===== src/rtl/cacd_ram.sv =====
module cacd_ram #(
  parameter int WIDTH = 30,
  parameter int DEPTH = 128
) (
  input  logic                     clk,
  input  logic                     we,
  input  logic [$clog2(DEPTH)-1:0] waddr,
  input  logic [WIDTH-1:0]         wdata,
  input  logic                     re,
  input  logic [$clog2(DEPTH)-1:0] raddr,
  output logic [WIDTH-1:0]         rdata
);

  logic [WIDTH-1:0] mem [DEPTH];

  // one write port, one registered read port
  always_ff @(posedge clk) begin
    if (we) begin
      mem[waddr] <= wdata;
    end
    if (re) begin
      rdata <= mem[raddr];
    end
  end

endmodule


===== config.mk =====
export PLATFORM = sky130hd
export DESIGN_NAME = cacd_ram
export DESIGN_NICKNAME = d
export VERILOG_FILES = /design/src/rtl/cacd_ram.sv
export SDC_FILE = /design/constraint.sdc
export NUM_CORES = 2
export LEC_CHECK = 0
export CAP_MARGIN = 0
export CELL_PAD_IN_SITES_DETAIL_PLACEMENT = 1
export CELL_PAD_IN_SITES_GLOBAL_PLACEMENT = 1
export CORE_MARGIN = 1.5
export CORE_UTILIZATION = 43
export DETAILED_ROUTE_END_ITERATION = 12
export DONT_BUFFER_PORTS = 1
export GPL_ROUTABILITY_DRIVEN = 0
export GPL_TIMING_DRIVEN = 0
export PLACE_DENSITY = 0.59
export SKIP_CTS_REPAIR_TIMING = 1
export SYNTH_ARGS = -nofsm -noshare
export SYNTH_HDL_FRONTEND = slang
export SYNTH_SLANG_ARGS = --single-unit
export TNS_END_PERCENT = 100

===== constraint.sdc =====
create_clock -name clk -period 3.9 [get_ports clk]
set_input_delay 0.39 -clock clk [delete_from_list [all_inputs] [get_ports clk]]
set_output_delay 0.39 -clock clk [all_outputs]
set_load 0.03 [all_outputs]

==> results.md <==
* Min-Delay Startpoint: raddr[5]
* Fmax at between 200 and 300 MHz
* Most frequent cells in the layout: edfxtp_1 (3870), mux4_2 (1260), clkbuf_16 (405), clkbuf_1 (235), buf_12 (123)
* Crit path launch type: input pin
* Rows at between 200 and 250
* Largest net degree at the start of global routing at approximately 130
* Antenna viol nets, final at 0
* Seq/Total Area, Yosys at approximately 79%
* Total grt overflow at 0
* Top cells by area, synth: edfxtp_1 (79%), mux4_2 (19%), clkbuf_1 (0.50%), nor2_1 (0.31%), buf_2 (0.23%)
* Bufs and invs on worst path at 4
* Routed wirelength normalized by instance count at approximately 34 um
* Flop and latch count out of synthesis at 3870
* Worst path cell trace: clkbuf_1, buf_2, clkbuf_4, clkbuf_1, mux4_2, mux4_2, mux4_2, mux2_2
* Syn Inst Count at about 5600
* CTS tree: done
* Vias in the first global route at around 67000
* R2r setup slk at approximately 1000 ps
* Failing checks: DRC, setup timing
* Fraction of layout cells with a size suffix above 1 at 34.6%
* Worst Tran Pin Value at 1120 ps
* Via Count at between 60000 and 70000
* Critical Path End Type: flip-flop
* Yosys top cell area share at 79.1%
* Fin nets at between 6000 and 7000
* Hold path cells at 2
* Synth unique cells at 15
* Max stage delay on crit path at just under 700 ps
* Most used cell, CP: mux4_2
* DR DRC count at 8
* Total Wirelength at roughly 380000 um
* Syn_nets at roughly 5700
* Synth area leader: edfxtp_1
* H-tree depth at 5
* Number of max-cap violations at 0
* Clk sinks at roughly 3900
* VDD IR-drop max at about 400 uV
* Reg2Reg Depth at 4
* Area growth, synth to finish at 16.0%
* Dpl ws at -1430 ps
* CP Data Arrival Time at around 4600 ps
* Total core area at between 300000 and 400000 sq um
* Io pins at 77
* Final Instance Area at 170000 sq um
* Slew headroom at about a quarter
* Initial DRC Count at approximately 7400
* RSZ-0062 raised after global routing: true
* Post-DP HPWL at approximately 240000 um
* CP Data Required Time at around 4600 ps
* Die X at just under 600 um
* Endpoints failing setup at 3
* Syn Area/Cell at roughly 26 sq um
* First-pass GRT wire length at roughly 540000 um
* Worst Hold End: rdata[24]
* Crit path max-delay family: multiplexers
* Pwr/cell area at between 500 and 600 nW/um^2
* Fin util at 50.1%
* Initial Utilization at 43.2%
* Number of buffers created by CTS at 393
* Fin. max-slew vios at 0
* Root Buffer: clkbuf_16
* Crit-path max FO at 10
* Crit Path Class: in -> reg
* Initial antenna violation count at 48
* Status: finished, violations left
* Die ar. at about 350000 sq um
* Port Buffers at 0
* Hold Path Class: in -> reg
* Mapped cell area at 147000 sq um
* Fin cells at approximately 11000
* Worst r2r dst: rdata[4]
* Worst path slowest cell: mux4_2
* Fin crit period at a little under 4000 ps
* Leakage at roughly 52 nW
* Dpl cells at between 10000 and 15000
* Synth warnings at 0
* Clk slew on worst S/H paths at roughly 60 ps
* Worst Skew at ~29 ps
* Via density at between 5 and 6
* Die Y at just under 600 um
* Final WS setup at -22.9 ps
* DP Area at 156000 sq um
* Reg-to-Reg Start: mem[55][4]
* Final cycle utilization of the critical path at 101%
* Commonest non-fill, non-tap cell in the layout: edfxtp_1
* Total power draw at between 80 and 90 mW
* 1st-pass router iterations at 9
* Final Hold Fails at 0
* Clk_lat worst skew at 950 ps
* Clock buffer depth at 4
* GRT Total Usage at roughly 22%
==> stage by stage <==
step | setup TNS (ps) | hold slack, ps
after floorplan | 0 | 489
after global placement | -4189630 | 506
after detailed placement | -39070 | 506
after CTS | -7890 | -512
after global routing | -147 | 106
final | -46.4 | 98.4
==> cell families (layout without fill, tap and decap cells) <==
group	after synthesis	in the layout	share of synthesized area, %
other	0	24	0
DFF	3870	3870	79.1
muxes	1290	1290	19.6
buffers and inverters	298	1235	0.830
and+or+nand+nor	170	170	0.475
==> per-layer routing <==
metal,track usage (%),vias to the layer above,share of wire [%]
li1,-,26100,-
met1,32.3,36200,43
met2,34.4,2152,48
met3,4.26,409,6.9
met4,5.64,2,2.3
met5,0,-,0.0034
==> how the worst max path moves through the flow <==
stage,to,depth (start not counted),start
2_1_floorplan,mem[98][0],3,we
3_3_place_gp,rdata[4],8,raddr[2]
3_5_place_dp,rdata[4],8,raddr[2]
4_1_cts,rdata[4],8,raddr[2]
5_1_grt,rdata[19],8,raddr[2]
6_report,rdata[4],8,raddr[2]
==> area by class of cell <==
class,instances,area [sq um]
Tap cell,4536,5680
Buffer,297,1280
Clock inverter,242,2220
Sequential cell,3870,116000
Antenna cell,24,60.1
Timing Repair Buffer,219,4110
Fill cell,28700,169000
Clock buffer,477,10400
Multi-Input combinational cell,1460,30400
==> cells in the mapped netlist <==
master,n
edfxtp_1,3870
mux4_2,1260
clkbuf_1,197
nor2_1,122
buf_2,68
buf_1,31
mux2_2,30
nand2_1,14
nand3_1,12
nor3_1,9
nor2b_1,7
nand4_1,3
buf_6,2
nand2b_1,2
or3_1,1
==> sequential cells by signal, indices dropped and copies added, names as in the netlist <==
name   cells
mem     3840
rdata     30
==> power breakdown <==
part | internal [mW] | total (mW) | leakage, nW | switching, mW
clock network | 21.4 | 37.2 | 6.18 | 15.8
registers | 46.0 | 46.1 | 34.8 | 0.127
logic | 1.73 | 4.68 | 10.7 | 2.95
(Power assumes the default switching activity.)
