--- src/rtl/cacd_pkg.sv ---
package cacd_pkg;

  // row size and derived widths
  localparam int VALUE_LIMIT = 128;
  localparam int IDX_W = $clog2(VALUE_LIMIT);
  localparam int CNT_W = IDX_W + 1;
  localparam int CMP_W = (CNT_W > 8) ? CNT_W : 8;

  // field widths
  localparam int VALUE_W = 8;
  localparam int COUNT_W = 30;
  localparam int SUM_W = COUNT_W + 2;

  // modulus and register reset
  localparam logic [COUNT_W-1:0] COUNT_MOD = COUNT_W'(1000000007);
  localparam logic [VALUE_W-1:0] MAX_VALUE_RST = VALUE_W'(100);

  localparam logic [SUM_W-1:0] MOD_X1 = SUM_W'(COUNT_MOD);
  localparam logic [SUM_W-1:0] MOD_X2 = SUM_W'(COUNT_MOD) << 1;

  // sequencer states
  typedef enum logic [3:0] {
    S_IDLE   = 4'b0001,
    S_LOAD   = 4'b0010,
    S_SWEEP  = 4'b0100,
    S_FINISH = 4'b1000
  } state_t;

  // sequencer to datapath controls
  typedef struct packed {
    logic start;
    logic load;
    logic step;
    logic first;
    logic keep;
    logic next_ok;
    logic emit;
  } ctrl_t;

  // three operand add modulo the prime, operands already reduced
  function automatic logic [COUNT_W-1:0] mod_add3(input logic [COUNT_W-1:0] x,
                                                   input logic [COUNT_W-1:0] y,
                                                   input logic [COUNT_W-1:0] z);
    logic [SUM_W-1:0] s;
    logic [SUM_W-1:0] r;
    s = SUM_W'(x) + SUM_W'(y) + SUM_W'(z);
    if (s >= MOD_X2) begin
      r = s - MOD_X2;
    end else if (s >= MOD_X1) begin
      r = s - MOD_X1;
    end else begin
      r = s;
    end
    return r[COUNT_W-1:0];
  endfunction

endpackage

--- src/rtl/cacd_seq.sv ---
module cacd_seq import cacd_pkg::*; (
  input  logic               clk,
  input  logic               rst,
  input  logic               cfg_we,
  input  logic [VALUE_W-1:0] cfg_wdata,
  input  logic               in_valid,
  output logic               in_ready,
  input  logic [VALUE_W-1:0] fixed_value,
  input  logic               last,
  output logic               out_valid,
  input  logic               out_ready,
  output ctrl_t              ctrl,
  output logic               rd_en,
  output logic [IDX_W-1:0]   rd_addr,
  output logic [IDX_W-1:0]   wr_addr
);

  state_t             state;
  state_t             state_next;
  logic [VALUE_W-1:0] max_value;
  logic [IDX_W-1:0]   k;
  logic [VALUE_W-1:0] fv;
  logic               last_q;
  logic               first_pending;

  logic               accept;
  logic               can_out;
  logic               sweep_end;
  logic [CMP_W-1:0]   m_raw;
  logic [CMP_W-1:0]   m_eff;
  logic [CMP_W-1:0]   j;

  assign in_ready = (state == S_IDLE);
  assign accept   = in_valid & in_ready;

  // effective m and current value j = k + 1
  assign m_raw = CMP_W'(max_value);
  assign m_eff = (m_raw > CMP_W'(VALUE_LIMIT)) ? CMP_W'(VALUE_LIMIT) : m_raw;
  assign j     = CMP_W'(k) + CMP_W'(1);

  assign sweep_end = (k == IDX_W'(VALUE_LIMIT - 1));
  assign can_out   = !last_q || !out_valid || out_ready;

  // controls for the datapath
  always_comb begin
    ctrl.start   = accept;
    ctrl.load    = (state == S_LOAD);
    ctrl.step    = (state == S_SWEEP);
    ctrl.first   = first_pending;
    ctrl.keep    = (j <= m_eff) && ((fv == '0) || (CMP_W'(fv) == j));
    ctrl.next_ok = (j < m_eff);
    ctrl.emit    = (state == S_FINISH) && can_out && last_q;
  end

  // row memory addressing, read runs one entry ahead of the write
  always_comb begin
    rd_en   = accept | ctrl.load | ctrl.step;
    rd_addr = '0;
    if (ctrl.load) begin
      rd_addr = IDX_W'(1);
    end else if (ctrl.step) begin
      rd_addr = k + IDX_W'(2);
    end
  end
  assign wr_addr = k;

  // next state
  always_comb begin
    state_next = state;
    case (state)
      S_IDLE: begin
        if (accept) state_next = S_LOAD;
      end
      S_LOAD: begin
        state_next = S_SWEEP;
      end
      S_SWEEP: begin
        if (sweep_end) state_next = S_FINISH;
      end
      S_FINISH: begin
        if (can_out) state_next = S_IDLE;
      end
      default: begin
        state_next = S_IDLE;
      end
    endcase
  end

  // state, counter, item and config registers
  always_ff @(posedge clk) begin
    if (rst) begin
      state         <= S_IDLE;
      max_value     <= MAX_VALUE_RST;
      k             <= '0;
      first_pending <= 1'b1;
      out_valid     <= 1'b0;
    end else begin
      state <= state_next;
      if (cfg_we) begin
        max_value <= cfg_wdata;
      end
      if (ctrl.load) begin
        k <= '0;
      end else if (ctrl.step) begin
        k <= k + IDX_W'(1);
      end
      if (state == S_FINISH && can_out) begin
        first_pending <= last_q;
      end
      if (out_valid && out_ready) begin
        out_valid <= 1'b0;
      end
      if (ctrl.emit) begin
        out_valid <= 1'b1;
      end
    end
  end

  // captured input word
  always_ff @(posedge clk) begin
    if (accept) begin
      fv     <= fixed_value;
      last_q <= last;
    end
  end

endmodule

--- config.mk ---
export PLATFORM = sky130hd
export DESIGN_NAME = cacd_seq
export DESIGN_NICKNAME = d
export VERILOG_FILES = /design/src/rtl/cacd_pkg.sv /design/src/rtl/cacd_seq.sv
export SDC_FILE = /design/constraint.sdc
export NUM_CORES = 1
export LEC_CHECK = 0
export BUFFER_PORTS_ARGS = -buffer_cell sky130_fd_sc_hd__buf_2
export CORE_MARGIN = 5
export CORE_UTILIZATION = 56
export CTS_CLUSTER_DIAMETER = 30
export DETAILED_ROUTE_END_ITERATION = 16
export GPL_TIMING_DRIVEN = 0
export PLACE_DENSITY_LB_ADDON = 0.15
export SLEW_MARGIN = 20
export SYNTH_ARGS = -nofsm -noshare
export SYNTH_HDL_FRONTEND = slang
export SYNTH_SLANG_ARGS = --single-unit
--- constraint.sdc ---
create_clock -name clk -period 4.9 [get_ports clk]
set_clock_uncertainty 0.1 [all_clocks]
set_input_delay 0.98 -clock clk [delete_from_list [all_inputs] [get_ports clk]]
set_output_delay 0.98 -clock clk [all_outputs]
set_load 0.01 [all_outputs]
==> results.md <==
- WHS: 0.3789 ns
- Final min period: 4.322 ns
- Worst hold endpoint: first_pending
- Synth top area cells: dfxtp_1 (25%), edfxtp_1 (16%), ha_1 (7.4%), nor2_1 (5.3%), xnor2_1 (5.2%)
- CTS clk-pin slew, worst paths: 0.09 ns
- Post-synth cell types: 39
- Die area: 0.004239 mm²
- Final std cells w/o fill: 272
- Predominant post-synthesis flop cell: dfxtp_1
- Row cnt: 20
- Via count: 1494
- Synthesized area per cell: 9.142 µm²
- Hold path depth: 1
- Vias in the first global route: 1326
- IO Count: 46
- Core area: 0.002978 mm²
- Routed WL: 3769 µm
- Layout cells sized above 1: 0.2552
- DRC marker count from the first detailed-route iteration: 80
- Quantity of gates resized following cts: 0
- Root buf cell: clkbuf_4
- Setup CP Type: flip-flop to output port
- Most frequent cells in the layout: buf_2 (46), nor2_1 (24), dfxtp_1 (21)
- # fillers: 260
- Status: finished clean
- Slew Viols, Final: 0
- Mapped Area: 0.001700 mm²
- Setup Viol. Count Final: 0
- CTS Buf Count: 5
- Number of synthesized register bits: 30
- Post-CTS Setup Repair Bufs: 0
- Critical Path Fanout Max: 9
- Worst EP required: 3.82 ns
- CTS Sinks: 30
- Net Count, Synth: 218
- Sequential-to-total area share from yosys stat: 0.4062
- Clock latency on the worst-skew pair: 0.33 ns
- Most common cell after layout, fill and taps aside: buf_2
- Worst Setup End Kind: output port
- CTS tree: yes
- Reg2reg start: wr_addr[0]
- Cell Pwr Density: 247.4 mW/mm²
- Post-CTS Hold Fix Bufs: 0
- DR vias/cell: 5.493
- Drc violations: 0
- YS warnings: 0
- Cells after DPL: 264
- Gr usage total: 0.1826
- Post-Synthesis Cells: 186
- Final net count: 270
- Pre-antenna DRT Iters: 4
- Leak pwr: 0.9329 nW
- Yosys top cell area share: 0.2472
- Final Hold Vio Count: 0
- Final Cell Area: 0.002026 mm²
- WL met2: 1825 µm
- Crit path DAT: 3.24 ns
- EDFF count, synth: 9
- Routed Antenna Nets: 0
- Post-DP Area: 0.001967 mm²
- FF-to-FF path depth: 6
- Worst Setup Start Kind: flip-flop
- FF-to-FF setup slack: 2.97 ns
- Starting Density: 0.5710
- N_diodes: 0
- Min-delay src: first_pending
- Final HPWL DP: 2937 µm
- Fin Setup TNS: 0 ns
- Ys async rst share: 0
- Chip height: 65.11 µm
- Reg-to-Reg End: wr_addr[6]
- Synth-to-layout area growth: 19.13%
- H-tree Lvls: 2
- Die span in x: 65.11 µm
- MaxCap Viol Count: 0
- Port Buffer Count: 45
- Clock buffer depth: 2
- Synth area leader: dfxtp_1
- Drt wl/cell: 13.86 µm
- Achievable frequency: 231.4 MHz
- DR top layer: met4
- Number of antenna violations at the first check in global routing: 0
- Worst slew pin tran: 0.5232 ns
- Final period utilization: 0.8820
- RSZ-0062 raised after global routing: false
- DRT met1 WL: 1611 µm
- Max_slew headroom: 0.6512
- Register area: 690.7 µm²
- Worst vdd ir: 0.1757 mV
- Largest net degree at the start of global routing: 12
- Worst Hold Class: flip-flop to flip-flop
- Metal3 WL: 287 µm
- First-pass GRT wire length: 5961 µm
- Total gr overflow: 0
- Routability-driven placement congestion ratio: 0.9122
- Multi-input gate area: 933.4 µm²
[through the flow]
step                utilization  worst slack, ns  power (mW)
floorplan                     -            1.079      0.3292
global placement         0.6605           0.9708      0.3507
detailed placement       0.6605           0.9275      0.3536
CTS                      0.6803           0.5602      0.5074
global route             0.6803           0.3528      0.5278
finish                   0.6803           0.5784      0.5011
[sequential cells by signal, indices dropped and copies added, names as in the netlist]
| register | flops |
|---|---|
| state | 4 |
| m_raw | 8 |
| out_valid | 1 |
| wr_addr | 7 |
| fv | 8 |
| first_pending | 1 |
| last_q | 1 |
[where the power goes]
group / total, mW / internal [mW] / switching [mW]
Combinational: 0.0657 / 0.0319 / 0.0338
Sequential: 0.282 / 0.271 / 0.0109
Clock: 0.153 / 0.0707 / 0.0826
[cells by family after synthesis]
kind of cell | count (synthesis) | synth area share
xor+xnor | 19 | 0.09787
buf+inv | 15 | 0.04488
mux | 5 | 0.02943
simple gates | 76 | 0.2237
compound gates | 31 | 0.1244
fa+ha+maj | 10 | 0.07358
flops | 30 | 0.4062
[per-layer routing]
layer	vias to the layer above	GRT usage
met4	0	0.05440
li1	762	-
met5	-	0
met2	51	0.3001
met3	7	0.06325
met1	674	0.2260
[cell type report]
type                            instances  area share
Tap cell                               33     0.02038
Sequential cell                        30      0.3410
Inverter                                4    0.007412
Clock buffer                            8     0.02903
Multi-Input combinational cell        141      0.4608
Timing Repair Buffer                   45      0.1112
Buffer                                 11     0.03027
[Yosys cell counts, types with 2 or more instances]
library cell and number:
nor2b_1 9, mux2i_1 5, nor2_1 24, or3_1 5, inv_1 3, dfxtp_1 21, nand2_1 19, a211o_1 4
nand4_1 5, o21ai_0 6, ha_1 10, xnor2_1 10, nand3_1 3, buf_4 3, clkbuf_1 6, a21oi_1 12
and3_1 2, edfxtp_1 9, nor4_1 2, xor2_1 9
[critical path: stages, from the launching register on]
cell and delay [ns]:
dfxtp_1 0.55, ha_1 0.27, nand3_1 0.24, nor2_1 0.35
xor2_1 0.20, ha_1 0.26, nand4_1 0.12, a21oi_1 0.05
a2111oi_1 0.49, o221a_1 0.26, buf_2 0.12
[how the worst max path moves through the flow]
stage	end	depth (start not counted)	startpoint	slack, ns
after floorplan	ctrl[2]	9	wr_addr[0]	1.08
after global placement	ctrl[2]	10	wr_addr[0]	0.97
after detailed placement	ctrl[2]	10	wr_addr[0]	0.93
after CTS	ctrl[2]	10	wr_addr[0]	0.56
after global routing	ctrl[2]	10	wr_addr[0]	0.35
final	ctrl[2]	10	wr_addr[0]	0.58
(Power assumes the default switching activity.)
