### src/rtl/cacd_pkg.sv
package cacd_pkg;

  // row size and derived widths
  localparam int VALUE_LIMIT = 128;
  localparam int IDX_W = $clog2(VALUE_LIMIT);
  localparam int CNT_W = IDX_W + 1;
  localparam int CMP_W = (CNT_W > 8) ? CNT_W : 8;

  // field widths
  localparam int VALUE_W = 8;
  localparam int COUNT_W = 30;
  localparam int SUM_W = COUNT_W + 2;

  // modulus and register reset
  localparam logic [COUNT_W-1:0] COUNT_MOD = COUNT_W'(1000000007);
  localparam logic [VALUE_W-1:0] MAX_VALUE_RST = VALUE_W'(100);

  localparam logic [SUM_W-1:0] MOD_X1 = SUM_W'(COUNT_MOD);
  localparam logic [SUM_W-1:0] MOD_X2 = SUM_W'(COUNT_MOD) << 1;

  // sequencer states
  typedef enum logic [3:0] {
    S_IDLE   = 4'b0001,
    S_LOAD   = 4'b0010,
    S_SWEEP  = 4'b0100,
    S_FINISH = 4'b1000
  } state_t;

  // sequencer to datapath controls
  typedef struct packed {
    logic start;
    logic load;
    logic step;
    logic first;
    logic keep;
    logic next_ok;
    logic emit;
  } ctrl_t;

  // three operand add modulo the prime, operands already reduced
  function automatic logic [COUNT_W-1:0] mod_add3(input logic [COUNT_W-1:0] x,
                                                   input logic [COUNT_W-1:0] y,
                                                   input logic [COUNT_W-1:0] z);
    logic [SUM_W-1:0] s;
    logic [SUM_W-1:0] r;
    s = SUM_W'(x) + SUM_W'(y) + SUM_W'(z);
    if (s >= MOD_X2) begin
      r = s - MOD_X2;
    end else if (s >= MOD_X1) begin
      r = s - MOD_X1;
    end else begin
      r = s;
    end
    return r[COUNT_W-1:0];
  endfunction

endpackage

### src/rtl/cacd_dp.sv
module cacd_dp import cacd_pkg::*; (
  input  logic               clk,
  input  logic               rst,
  input  ctrl_t              ctrl,
  input  logic [COUNT_W-1:0] rd_data,
  output logic [COUNT_W-1:0] wr_data,
  output logic [COUNT_W-1:0] count
);

  logic [COUNT_W-1:0] prev;
  logic [COUNT_W-1:0] cur;
  logic [COUNT_W-1:0] new_q;
  logic               new_vld;
  logic [COUNT_W-1:0] sum;
  logic [COUNT_W-1:0] sum_next;
  logic [COUNT_W-1:0] nxt;

  // rebuilt entry from the three old neighbors
  assign nxt = ctrl.next_ok ? rd_data : '0;
  always_comb begin
    wr_data = '0;
    if (ctrl.keep) begin
      wr_data = ctrl.first ? COUNT_W'(1) : mod_add3(prev, cur, nxt);
    end
  end

  // running row sum, one entry behind the sweep
  assign sum_next = new_vld ? mod_add3(sum, new_q, '0) : sum;

  always_ff @(posedge clk) begin
    if (rst) begin
      new_vld <= 1'b0;
    end else begin
      new_vld <= ctrl.step;
    end
  end

  // window over the old row, sum and result
  always_ff @(posedge clk) begin
    if (ctrl.start) begin
      sum <= '0;
    end else begin
      sum <= sum_next;
    end
    if (ctrl.load) begin
      prev <= '0;
      cur  <= rd_data;
    end else if (ctrl.step) begin
      prev  <= cur;
      cur   <= rd_data;
      new_q <= wr_data;
    end
    if (ctrl.emit) begin
      count <= sum_next;
    end
  end

endmodule

### config.mk
export PLATFORM = sky130hd
export DESIGN_NAME = cacd_dp
export DESIGN_NICKNAME = d
export VERILOG_FILES = /design/src/rtl/cacd_pkg.sv /design/src/rtl/cacd_dp.sv
export SDC_FILE = /design/constraint.sdc
export NUM_CORES = 1
export LEC_CHECK = 0
export ABC_CLOCK_PERIOD_IN_PS = 5500
export BUFFER_PORTS_ARGS = -buffer_cell sky130_fd_sc_hd__buf_4
export CORE_UTILIZATION = 56
export CTS_CLUSTER_SIZE = 30
export DETAILED_ROUTE_END_ITERATION = 10
export PLACE_DENSITY = 0.82
export RECOVER_POWER = 100
export SETUP_SLACK_MARGIN = 0.1
export SLEW_MARGIN = 20
export SYNTH_ARGS = -nofsm -noshare
export SYNTH_HDL_FRONTEND = slang
export SYNTH_SLANG_ARGS = --single-unit
### constraint.sdc
create_clock -name clk -period 5.5 [get_ports clk]
set_input_delay 0.55 -clock clk [delete_from_list [all_inputs] [get_ports clk]]
set_output_delay 0.55 -clock clk [all_outputs]
set_load 0.01 [all_outputs]
==> metrics.yaml, run 1 <==
power_frac_clock_pct: 17.7
fin_crit_ps: 5890
syn_area_um2: 13300
drtPass1Iterations: 6
pwr-share-comb_pct: 61.9
arrival_ps: 5340
p_int_mw: 3.97
ant_nets: 0
drv_slew: 127
gr-usage-all-layers_pct: 33.2
clock_skew_ps: 12.5
cts-root-buf: "clkbuf_16"
ys_seq_area_share_pct: 29.5
cts_buffers: 17
ys_seq_elements: 151
drv_cap: 4
synthFlopType: "edfxtp_1"
max_freq_mhz: 170
switchingPower_mw: 3.10
final-hold-violation-count: 0
ys_types: 93
avgRoutedWirePerCell_um: 18.4
avgViaCountPerCell: 6.32
final_common_cell: "buf_4"
final_area_um2: 16900
antenna_found_initial: 0
critPathMaxFanout: 8
initial_core_util_pct: 57.8
htreeDepth: 4
fin_crit_sh_pct: 107
tightest_slew_ps: 2400
holdBufCountCts: 0
die_w_um: 156
async_reset_ff_share_pct: 0
finalWorstSetupSlack_ps: -386
nFillCells: 1748
worst_setup_path_end_kind: "output pin"
io_buffers: 98
worstHoldPathCells: 2
pwr-share-seq_pct: 20.4
crit_chain: "fa_1 > ha_2 > inv_2 > fa_2 > nor2b_4 > o31ai_4 > o21ai_4 > buf_4 > a31o_4 > buf_4 > xor2_4 > a211o_1 > o211ai_1 > a2111o_1 > a211oi_2 > buf_4 > o211ai_1 > a211oi_2 > mux2i_2 > buf_4"
critical_path.startpoint_type: "flip-flop"
wirelength_mm: 39.5
cts.path.max_buffers: 2
gr-total-overflow: 0
clock_latency_ps: 440
outcome: "finished, violations left"
n_antenna_cell: 0
timing.slew.headroom_pct: -59.8
drive_above_1_share_pct: 25.0
first_iter_violations: 1103
fp.coreArea_um2: 23000
cp_slowest_cell: "fa_1"
clkSinkCount: 151
syn_inst: 1545
synth_nets: 1681
syn_area_per_cell_um2: 8.60
multi_input_area_um2: 9470
place.gp.congestion: 0.982
syn_to_final_growth_pct: 27.4
switching_share_pct: 43.8
rows: 55
ios: 99
path_clk_slew_ps: 70
ir_worst_vdd_mv: 0.245
slowest_delay_ps: 530
crit_path_frequent_cell: "buf_4"
synth_edf_count: 90
die-area_um2: 24300
rsz0062_at_grt: "yes"
grt_pass1_vias: 13400
setup_violations: 31
grt_pass1_wl_mm: 64.9
nNetsFinal: 1953
violations: "capacitance limit, slew limit, setup timing"
ys_warn_count: 0
final_cell_mix: "buf_4, nand2_1, nor2_1, a21oi_1, edfxtp_1"
r2r_cells: 26
die_y_um: 156
grt_max_degree: 59
num_vias: 13500
p_leak_nw: 6.90
cp.required_ps: 4950
min-delay-path-class: "primary input to flip-flop"
placed_area_um2: 15800
worstSetupPathType: "flip-flop to output pin"
drc: 0
seq_area_um2: 3930
hpwl_mm: 29.5
total_power_mw: 7.07
power.density_nw_per_um2: 418
cts_tree: "built"
layer usage:
metal  wire length (um)  part of all wire (%)  up-vias  global-route usage, %
li1                   -                     -     6454                      -
met1              16200                    41     6416                   40.3
met2              19400                    49      546                   58.0
met3               2240                   5.7      132                   4.61
met4               1730                   4.4        0                   15.5
met5                  0                     0        -                      0
timing repair:
action                                  CTS  global route
pin swaps                                42            27
resized for setup                        58            29
cloned                                    1             0
hold endpoints to repair                  0             0
endpoints found under the setup margin   30            36
buffers inserted                         32            10
cells by family (layout without fill, tap and decap cells):
| family | count (synthesis) | count (layout) | synth area share [%] |
|---|---|---|---|
| AND/OR/NAND/NOR | 578 | 578 | 22.1 |
| AO/OA/AOI/OAI | 511 | 511 | 27.1 |
| flip-flops | 151 | 151 | 29.5 |
| buffers and inverters | 108 | 393 | 3.30 |
| adder cells (fa/ha/maj) | 97 | 97 | 10.9 |
| XOR/XNOR | 53 | 53 | 3.49 |
| multiplexers | 47 | 47 | 3.56 |
path summary, 6_finish.rpt:
check | startpoint | to | slack, ps
max reg2reg | cur[1] | new_q[12] | -110
min reg2reg | sum[27] | sum[27] | 520
max | cur[1] | wr_data[6] | -390
min | rst | new_vld | 250
synthesized netlist by cell type (16+ instances only):
master,number,area (um^2)
and2_1,51,319
ha_1,65,813
xor2_1,21,184
and3_1,16,100
o21a_1,17,128
nand3_1,71,355
dfxtp_1,61,1220
edfxtp_1,90,2700
xnor2_1,32,280
fa_1,32,641
clkbuf_1,63,236
nor2b_1,19,119
a31oi_1,36,225
inv_1,27,101
nor2_1,131,492
a21oi_1,111,556
or3_1,18,113
nor3_1,34,170
o21ai_0,75,375
nand2_1,133,499
a211oi_1,41,308
or2_2,18,113
o211ai_1,27,203
a21o_1,28,210
mux2i_1,45,450
nand4_1,22,138
final cells by class:
| type | count | share of cell area, % |
|---|---|---|
| clock buffer | 18 | 2.54 |
| clock inverter | 14 | 0.983 |
| inverter | 28 | 0.621 |
| multi-input combinational | 1286 | 56.0 |
| sequential | 151 | 23.2 |
| tap | 313 | 2.31 |
| timing repair buffer | 333 | 14.4 |
worst max-delay path, delay by kind of cell, from the launching register on:
family / cells / cell delay, ps
compound gates: 9 / 2050
fa+ha+maj: 3 / 1070
buf+inv: 5 / 720
flops: 1 / 420
mux: 1 / 310
simple gates: 1 / 160
xor+xnor: 1 / 160
flip-flops by register name (all words and copies together), names as in the netlist:
name and flops:
count 30, cur 30, new_q 30, prev 30, sum 30, new_vld 1
power by group through the flow:
stage	registers (mW)	logic, mW	clock network, mW
2_1_floorplan	1.46	2.48	0
3_3_place_gp	1.46	3.81	0
3_5_place_dp	1.47	3.89	0
4_1_cts	1.44	4.18	1.25
5_1_grt	1.46	4.72	1.29
6_report	1.44	4.37	1.25
metrics by stage:
stage                     util, %  setup TNS [ps]  cells  worst slack, ps  hold slack (ps)
after floorplan                 -               0   1545              105              466
after global placement       68.6           -4770   2068             -335              502
after detailed placement     68.6           -8700   2068             -454              501
after CTS                    73.4           -4200   2133             -233              249
after global routing         73.6          -12270   2143             -505              255
final                        73.6           -7070   2143             -386              252
No activity file was read; power rests on OpenSTA's default activity.
==> inputs of run 2 (changes only) <==
- CORE_ASPECT_RATIO: unset -> 1.75
- CTS_CLUSTER_DIAMETER: unset -> 200
- RECOVER_POWER: 100 -> unset
==> metrics.yaml, run 2 (same netlist as run 1, synthesis figures left out) <==
cts.path.max_buffers: 2  # unchanged
min-delay-path-class: "primary input to flip-flop"
nFillCells: 1714  # -1.9%
gr-usage-all-layers_pct: 41.1  # +7.9 points
drtPass1Iterations: 8  # +2
final_cell_mix: "buf_4, nand2_1, nor2_1, a21oi_1, edfxtp_1"
avgRoutedWirePerCell_um: 22.8  # +24%
first_iter_violations: 1332  # +21%
outcome: "finished, violations left"
num_vias: 14400  # +6.5%
tightest_slew_ps: 1170  # -1230 ps
setup_violations: 30  # -3.2%
cts_buffers: 17  # unchanged
die_y_um: 206  # +32%
slowest_delay_ps: 560  # +30 ps
grt_max_degree: 59  # unchanged
fin_util_pct: 75.5  # +1.9 points
antenna_found_initial: 2  # +2
ios: 99  # unchanged
r2r_setup_slack_ps: 90  # +200 ps
cts-root-buf: "clkbuf_16"
worst-path-buf-inv: 4  # -1
final_common_cell: "buf_4"
dp_cells: 2137  # +3.3%
fp.coreArea_um2: 23300  # +1.5%
place.gp.congestion: 1.07  # +8.8%
grt_pass1_wl_mm: 75.3  # +16%
drv_slew: 0  # -100%
whs_ps: 264  # +12.6 ps
clock_latency_ps: 460  # +20 ps
drc: 0  # unchanged
power.density_nw_per_um2: 428  # +2.5%
initial_core_util_pct: 56.9  # -0.86 points
ir_worst_vdd_mv: 0.293  # +20%
p_leak_nw: 7.38  # +6.9%
fin_cells: 2195  # +2.4%
grt_pass1_vias: 14400  # +7.8%
path_clk_slew_ps: 60  # about the same
arrival_ps: 5540  # +200 ps
hold_start: "rst"
syn_to_final_growth_pct: 32.7
timing.slew.headroom_pct: 21.8  # +82 points
worst_r2r_endpoint: "new_q[12]"
drive_above_1_share_pct: 29.4  # +4.4 points
hpwl_mm: 37.7  # +28%
crit_path_frequent_cell: "buf_6"
rsz0062_at_grt: "yes"
htreeDepth: 4  # unchanged
cp.required_ps: 4950  # about the same
setup.worst_path.end: "wr_data[12]"
ant_nets: 0  # unchanged
worst_setup_path_end_kind: "output pin"
nNetsFinal: 2013  # +3.1%
max_freq_mhz: 164  # -3.4%
cp_slowest_cell: "fa_1"
worstSetupPathType: "flip-flop to output pin"
fin_crit_ps: 6090  # +206 ps
avgViaCountPerCell: 6.58  # +4.0%
clkSinkCount: 151  # unchanged
gr-total-overflow: 0  # unchanged
critPathMaxFanout: 7  # -1
wirelength_mm: 50.1  # +27%
io_buffers: 98  # unchanged
final-hold-violation-count: 0  # unchanged
cts_tree: "built"
critPathLaunch: "cur[1]"
die-area_um2: 24400  # +0.10%
finalWorstSetupSlack_ps: -593  # -206 ps
critical_path.startpoint_type: "flip-flop"
crit_chain: "fa_1 > ha_2 > inv_2 > fa_2 > nor2b_4 > o31ai_4 > o21ai_4 > a31o_4 > xnor2_2 > a311oi_2 > o211ai_1 > a2111o_1 > a211oi_2 > buf_6 > buf_6 > nor2_4 > or4_4 > a21oi_4 > buf_6"
r2r_cells: 21  # -19%
violations: "setup timing"
seq_area_um2: 3930  # unchanged
fin_setup_tns_ps: -12860  # -5790 ps
clock_skew_ps: 7.61  # -4.85 ps
rows: 74  # +35%
multi_input_area_um2: 9540  # +0.69%
cp.depth: 19  # -5.0%
crit_family: "compound AO/OA/AOI/OAI gates"
fin_crit_sh_pct: 111  # +3.7 points
drv_cap: 0  # -4
regToRegStartpoint: "cur[1]"
die_w_um: 118  # -24%
run 2: cell count changes in the layout (fill, tap and decap cells not counted), sizes merged:
cell,change
buf,+123
bufinv,-1
clkbuf,-59
clkinv,-1
clkinvlp,-1
diode,+1
inv,-1
run 2: power breakdown:
part / switching (mW) / internal, mW / total (mW)
Clock: 0.516 / 0.651 / 1.17
Combinational: 2.77 / 2.16 / 4.93
Sequential: 0.0864 / 1.36 / 1.45
run 2: layout make-up:
| type | instances | area share (%) |
|---|---|---|
| multi-input combinational | 1286 | 54.1 |
| timing repair buffer | 393 | 17.7 |
| sequential | 151 | 22.3 |
| clock inverter | 10 | 0.532 |
| clock buffer | 22 | 2.64 |
| tap | 304 | 2.16 |
| inverter | 28 | 0.596 |
| antenna | 1 | 0.0142 |
run 2: worst min-delay path by stage:
stage / cells after the start / slack, ps / endpoint
after global routing: 2 / 270 / new_vld
after detailed placement: 2 / 500 / sum[27]
final: 2 / 260 / new_vld
after global placement: 2 / 480 / sum[27]
after floorplan: 2 / 470 / sum[27]
after CTS: 2 / 250 / new_vld
run 2: routing by layer:
metal,track usage [%],up-vias,share of wire [%]
met2,75.1,714,51
met1,37.4,6862,32
met5,1.04,-,0.020
li1,-,6595,-
met4,40.9,2,10
met3,7.40,261,6.1
run 2: timing repair:
action                                  in CTS  in global routing
resized for setup                           77                 36
setup buffers                               16                 11
hold buffers                                 0                  0
endpoints found under the setup margin      30                 37
hold endpoints to repair                     0                  0
pin swaps                                   63                 38
run 2: through the flow:
step                area, um^2  total power [mW]  worst slack [ps]
global placement         16300              5.73              -597
finish                   17600              7.55              -593
global route             17600              7.90              -703
detailed placement       16300              5.80              -654
floorplan                13500              3.94               105
CTS                      17400              7.22              -298
==> inputs of run 3 (changes only) <==
- PLACE_DENSITY: 0.82 -> 0.76
==> metrics.yaml, run 3 (same netlist as run 1, synthesis figures left out) <==
regToRegStartpoint: "cur[1]"
drv_cap: 0  # unchanged
power.density_nw_per_um2: 433  # +1.2%
hold_start: "rst"
r2r_cells: 24  # +14%
arrival_ps: 5460  # -80 ps
outcome: "finished, violations left"
slowest_delay_ps: 510  # -50 ps
initial_core_util_pct: 56.9  # unchanged
gr-total-overflow: 0  # unchanged
dp_slack_ps: -856  # -201 ps
avgViaCountPerCell: 6.58  # about the same
critical_path.startpoint_type: "flip-flop"
p_int_mw: 4.24  # +1.7%
tightest_slew_ps: 1130  # -39.0 ps
clkSinkCount: 151  # unchanged
crit_chain: "fa_1 > ha_2 > inv_2 > fa_2 > nor2b_4 > o31ai_4 > o21ai_4 > buf_12 > a31o_4 > xnor2_4 > a311oi_4 > o211ai_1 > a2111o_1 > a211oi_2 > buf_6 > buf_8 > buf_12 > buf_6 > o211ai_1 > a21o_1 > a21oi_2 > buf_4"
wirelength_mm: 51.5  # +3.0%
drv_slew: 0  # unchanged
nNetsFinal: 2017  # +0.20%
syn_to_final_growth_pct: 34.0
htreeDepth: 4  # unchanged
drtPass1Iterations: 5  # -3
min-delay-path-class: "primary input to flip-flop"
cp_slowest_cell: "fa_1"
clock_skew_ps: 15.8  # +8.18 ps
fin_crit_ps: 6010  # -78.3 ps
ir_worst_vdd_mv: 0.364  # +24%
worst_setup_path_end_kind: "output pin"
critPathLaunch: "cur[1]"
grt_max_degree: 59  # unchanged
dp_cells: 2130  # -0.33%
final-hold-violation-count: 0  # unchanged
clock_latency_ps: 470  # about the same
final_common_cell: "buf_4"
ios: 99  # unchanged
critPathMaxFanout: 7  # unchanged
drive_above_1_share_pct: 30.0  # +0.57 points
io_buffers: 98  # unchanged
path_clk_slew_ps: 70  # about the same
rsz0062_at_grt: "yes"
antenna_found_initial: 1  # -1
final_area_um2: 17800  # +0.99%
rows: 74  # unchanged
seq_area_um2: 3930  # unchanged
cts.path.max_buffers: 2  # unchanged
violations: "setup timing"
whs_ps: 243  # -21.3 ps
nFillCells: 1680  # -2.0%
gr-usage-all-layers_pct: 42.0  # +0.94 points
pwr-share-seq_pct: 18.8  # -0.4 points
p_leak_nw: 7.43  # +0.75%
worstHoldPathCells: 2  # unchanged
die_w_um: 118  # unchanged
fin_crit_sh_pct: 109  # -1.4 points
grt_pass1_vias: 14300  # -0.81%
die_y_um: 206  # unchanged
finalWorstSetupSlack_ps: -514  # +78.3 ps
hpwl_mm: 38.2  # +1.2%
total_power_mw: 7.71  # +2.2%
cts_tree: "built"
worstSetupPathType: "flip-flop to output pin"
setup_violations: 30  # unchanged
first_iter_violations: 1293  # -2.9%
switching_share_pct: 45.0  # +0.28 points
max_freq_mhz: 166  # +1.3%
ant_nets: 0  # unchanged
placed_area_um2: 16300  # -0.25%
drc: 0  # unchanged
power_frac_clock_pct: 15.6  # about the same
pwr-share-comb_pct: 65.6  # +0.3 points
multi_input_area_um2: 9630  # +1.0%
avgRoutedWirePerCell_um: 23.4  # +2.8%
die-area_um2: 24400  # unchanged
cp.required_ps: 4950  # about the same
switchingPower_mw: 3.47  # +2.8%
cts-root-buf: "clkbuf_16"
fp.coreArea_um2: 23300  # unchanged
cts_buffers: 17  # unchanged
timing.slew.headroom_pct: 24.4  # +2.6 points
place.gp.congestion: 1.14  # +7.0%
num_vias: 14500  # +0.19%
fin_cells: 2198  # +0.14%
grt_pass1_wl_mm: 77.3  # +2.6%
n_antenna_cell: 0  # -1
final_cell_mix: "buf_4, nand2_1, nor2_1, a21oi_1, edfxtp_1"
==> run 3: cell types whose count changed in the layout (fill, tap and decap cells not counted), sizes merged <==
| cell | delta |
|---|---|
| diode | -1 |
| clkinvlp | -1 |
| clkinv | +3 |
| clkbuf | -1 |
| buf | +4 |
| inv | -1 |
==> run 3: cell type report <==
| type | count | area share, % |
|---|---|---|
| Timing Repair Buffer | 397 | 17.8 |
| Clock inverter | 11 | 0.619 |
| Inverter | 28 | 0.590 |
| Tap cell | 304 | 2.14 |
| Clock buffer | 21 | 2.71 |
| Multi-Input combinational cell | 1286 | 54.1 |
| Sequential cell | 151 | 22.0 |
==> run 3: worst paths after layout <==
| check | to | slack (ps) |
|---|---|---|
| max | wr_data[20] | -510 |
| min | new_vld | 240 |
| max reg2reg | new_q[12] | 50 |
| min reg2reg | sum[27] | 520 |
==> run 3: critical path: cells and delay by family, from the launching register on <==
family	cells	cell delay, ps
DFF	1	410
xor gates and xnor gates	1	100
AOI/OAI and AO/OA	10	2330
adders and majority gates	3	1130
and+or+nand+nor	1	170
buffers and inverters	7	840
==> run 3: timing repair <==
action	in CTS	in global routing
buffers inserted	13	23
gates cloned	0	0
pin swaps	22	31
hold buffers	0	0
resized for setup	55	77
endpoints found under the setup margin	32	61
==> run 3: power groups by stage <==
stage	Combinational (mW)	Clock (mW)	Sequential, mW
after floorplan	2.48	0	1.46
after global placement	4.29	0	1.46
after detailed placement	4.36	0	1.46
after CTS	4.56	1.20	1.44
after global routing	5.36	1.24	1.46
final	5.06	1.20	1.45
==> run 3: per-stage QoR <==
stage | setup TNS, ps | util, %
4_1_cts | -9110 | 73.9
2_1_floorplan | 0 | -
3_3_place_gp | -22290 | 69.9
3_5_place_dp | -23230 | 69.9
5_1_grt | -15770 | 76.3
6_report | -11900 | 76.3
==> run 3: routing by layer <==
layer	GRT usage (%)	wire [um]
met5	0	14
met4	36.4	5070
met3	6.46	2940
met2	78.0	26400
met1	40.2	17100
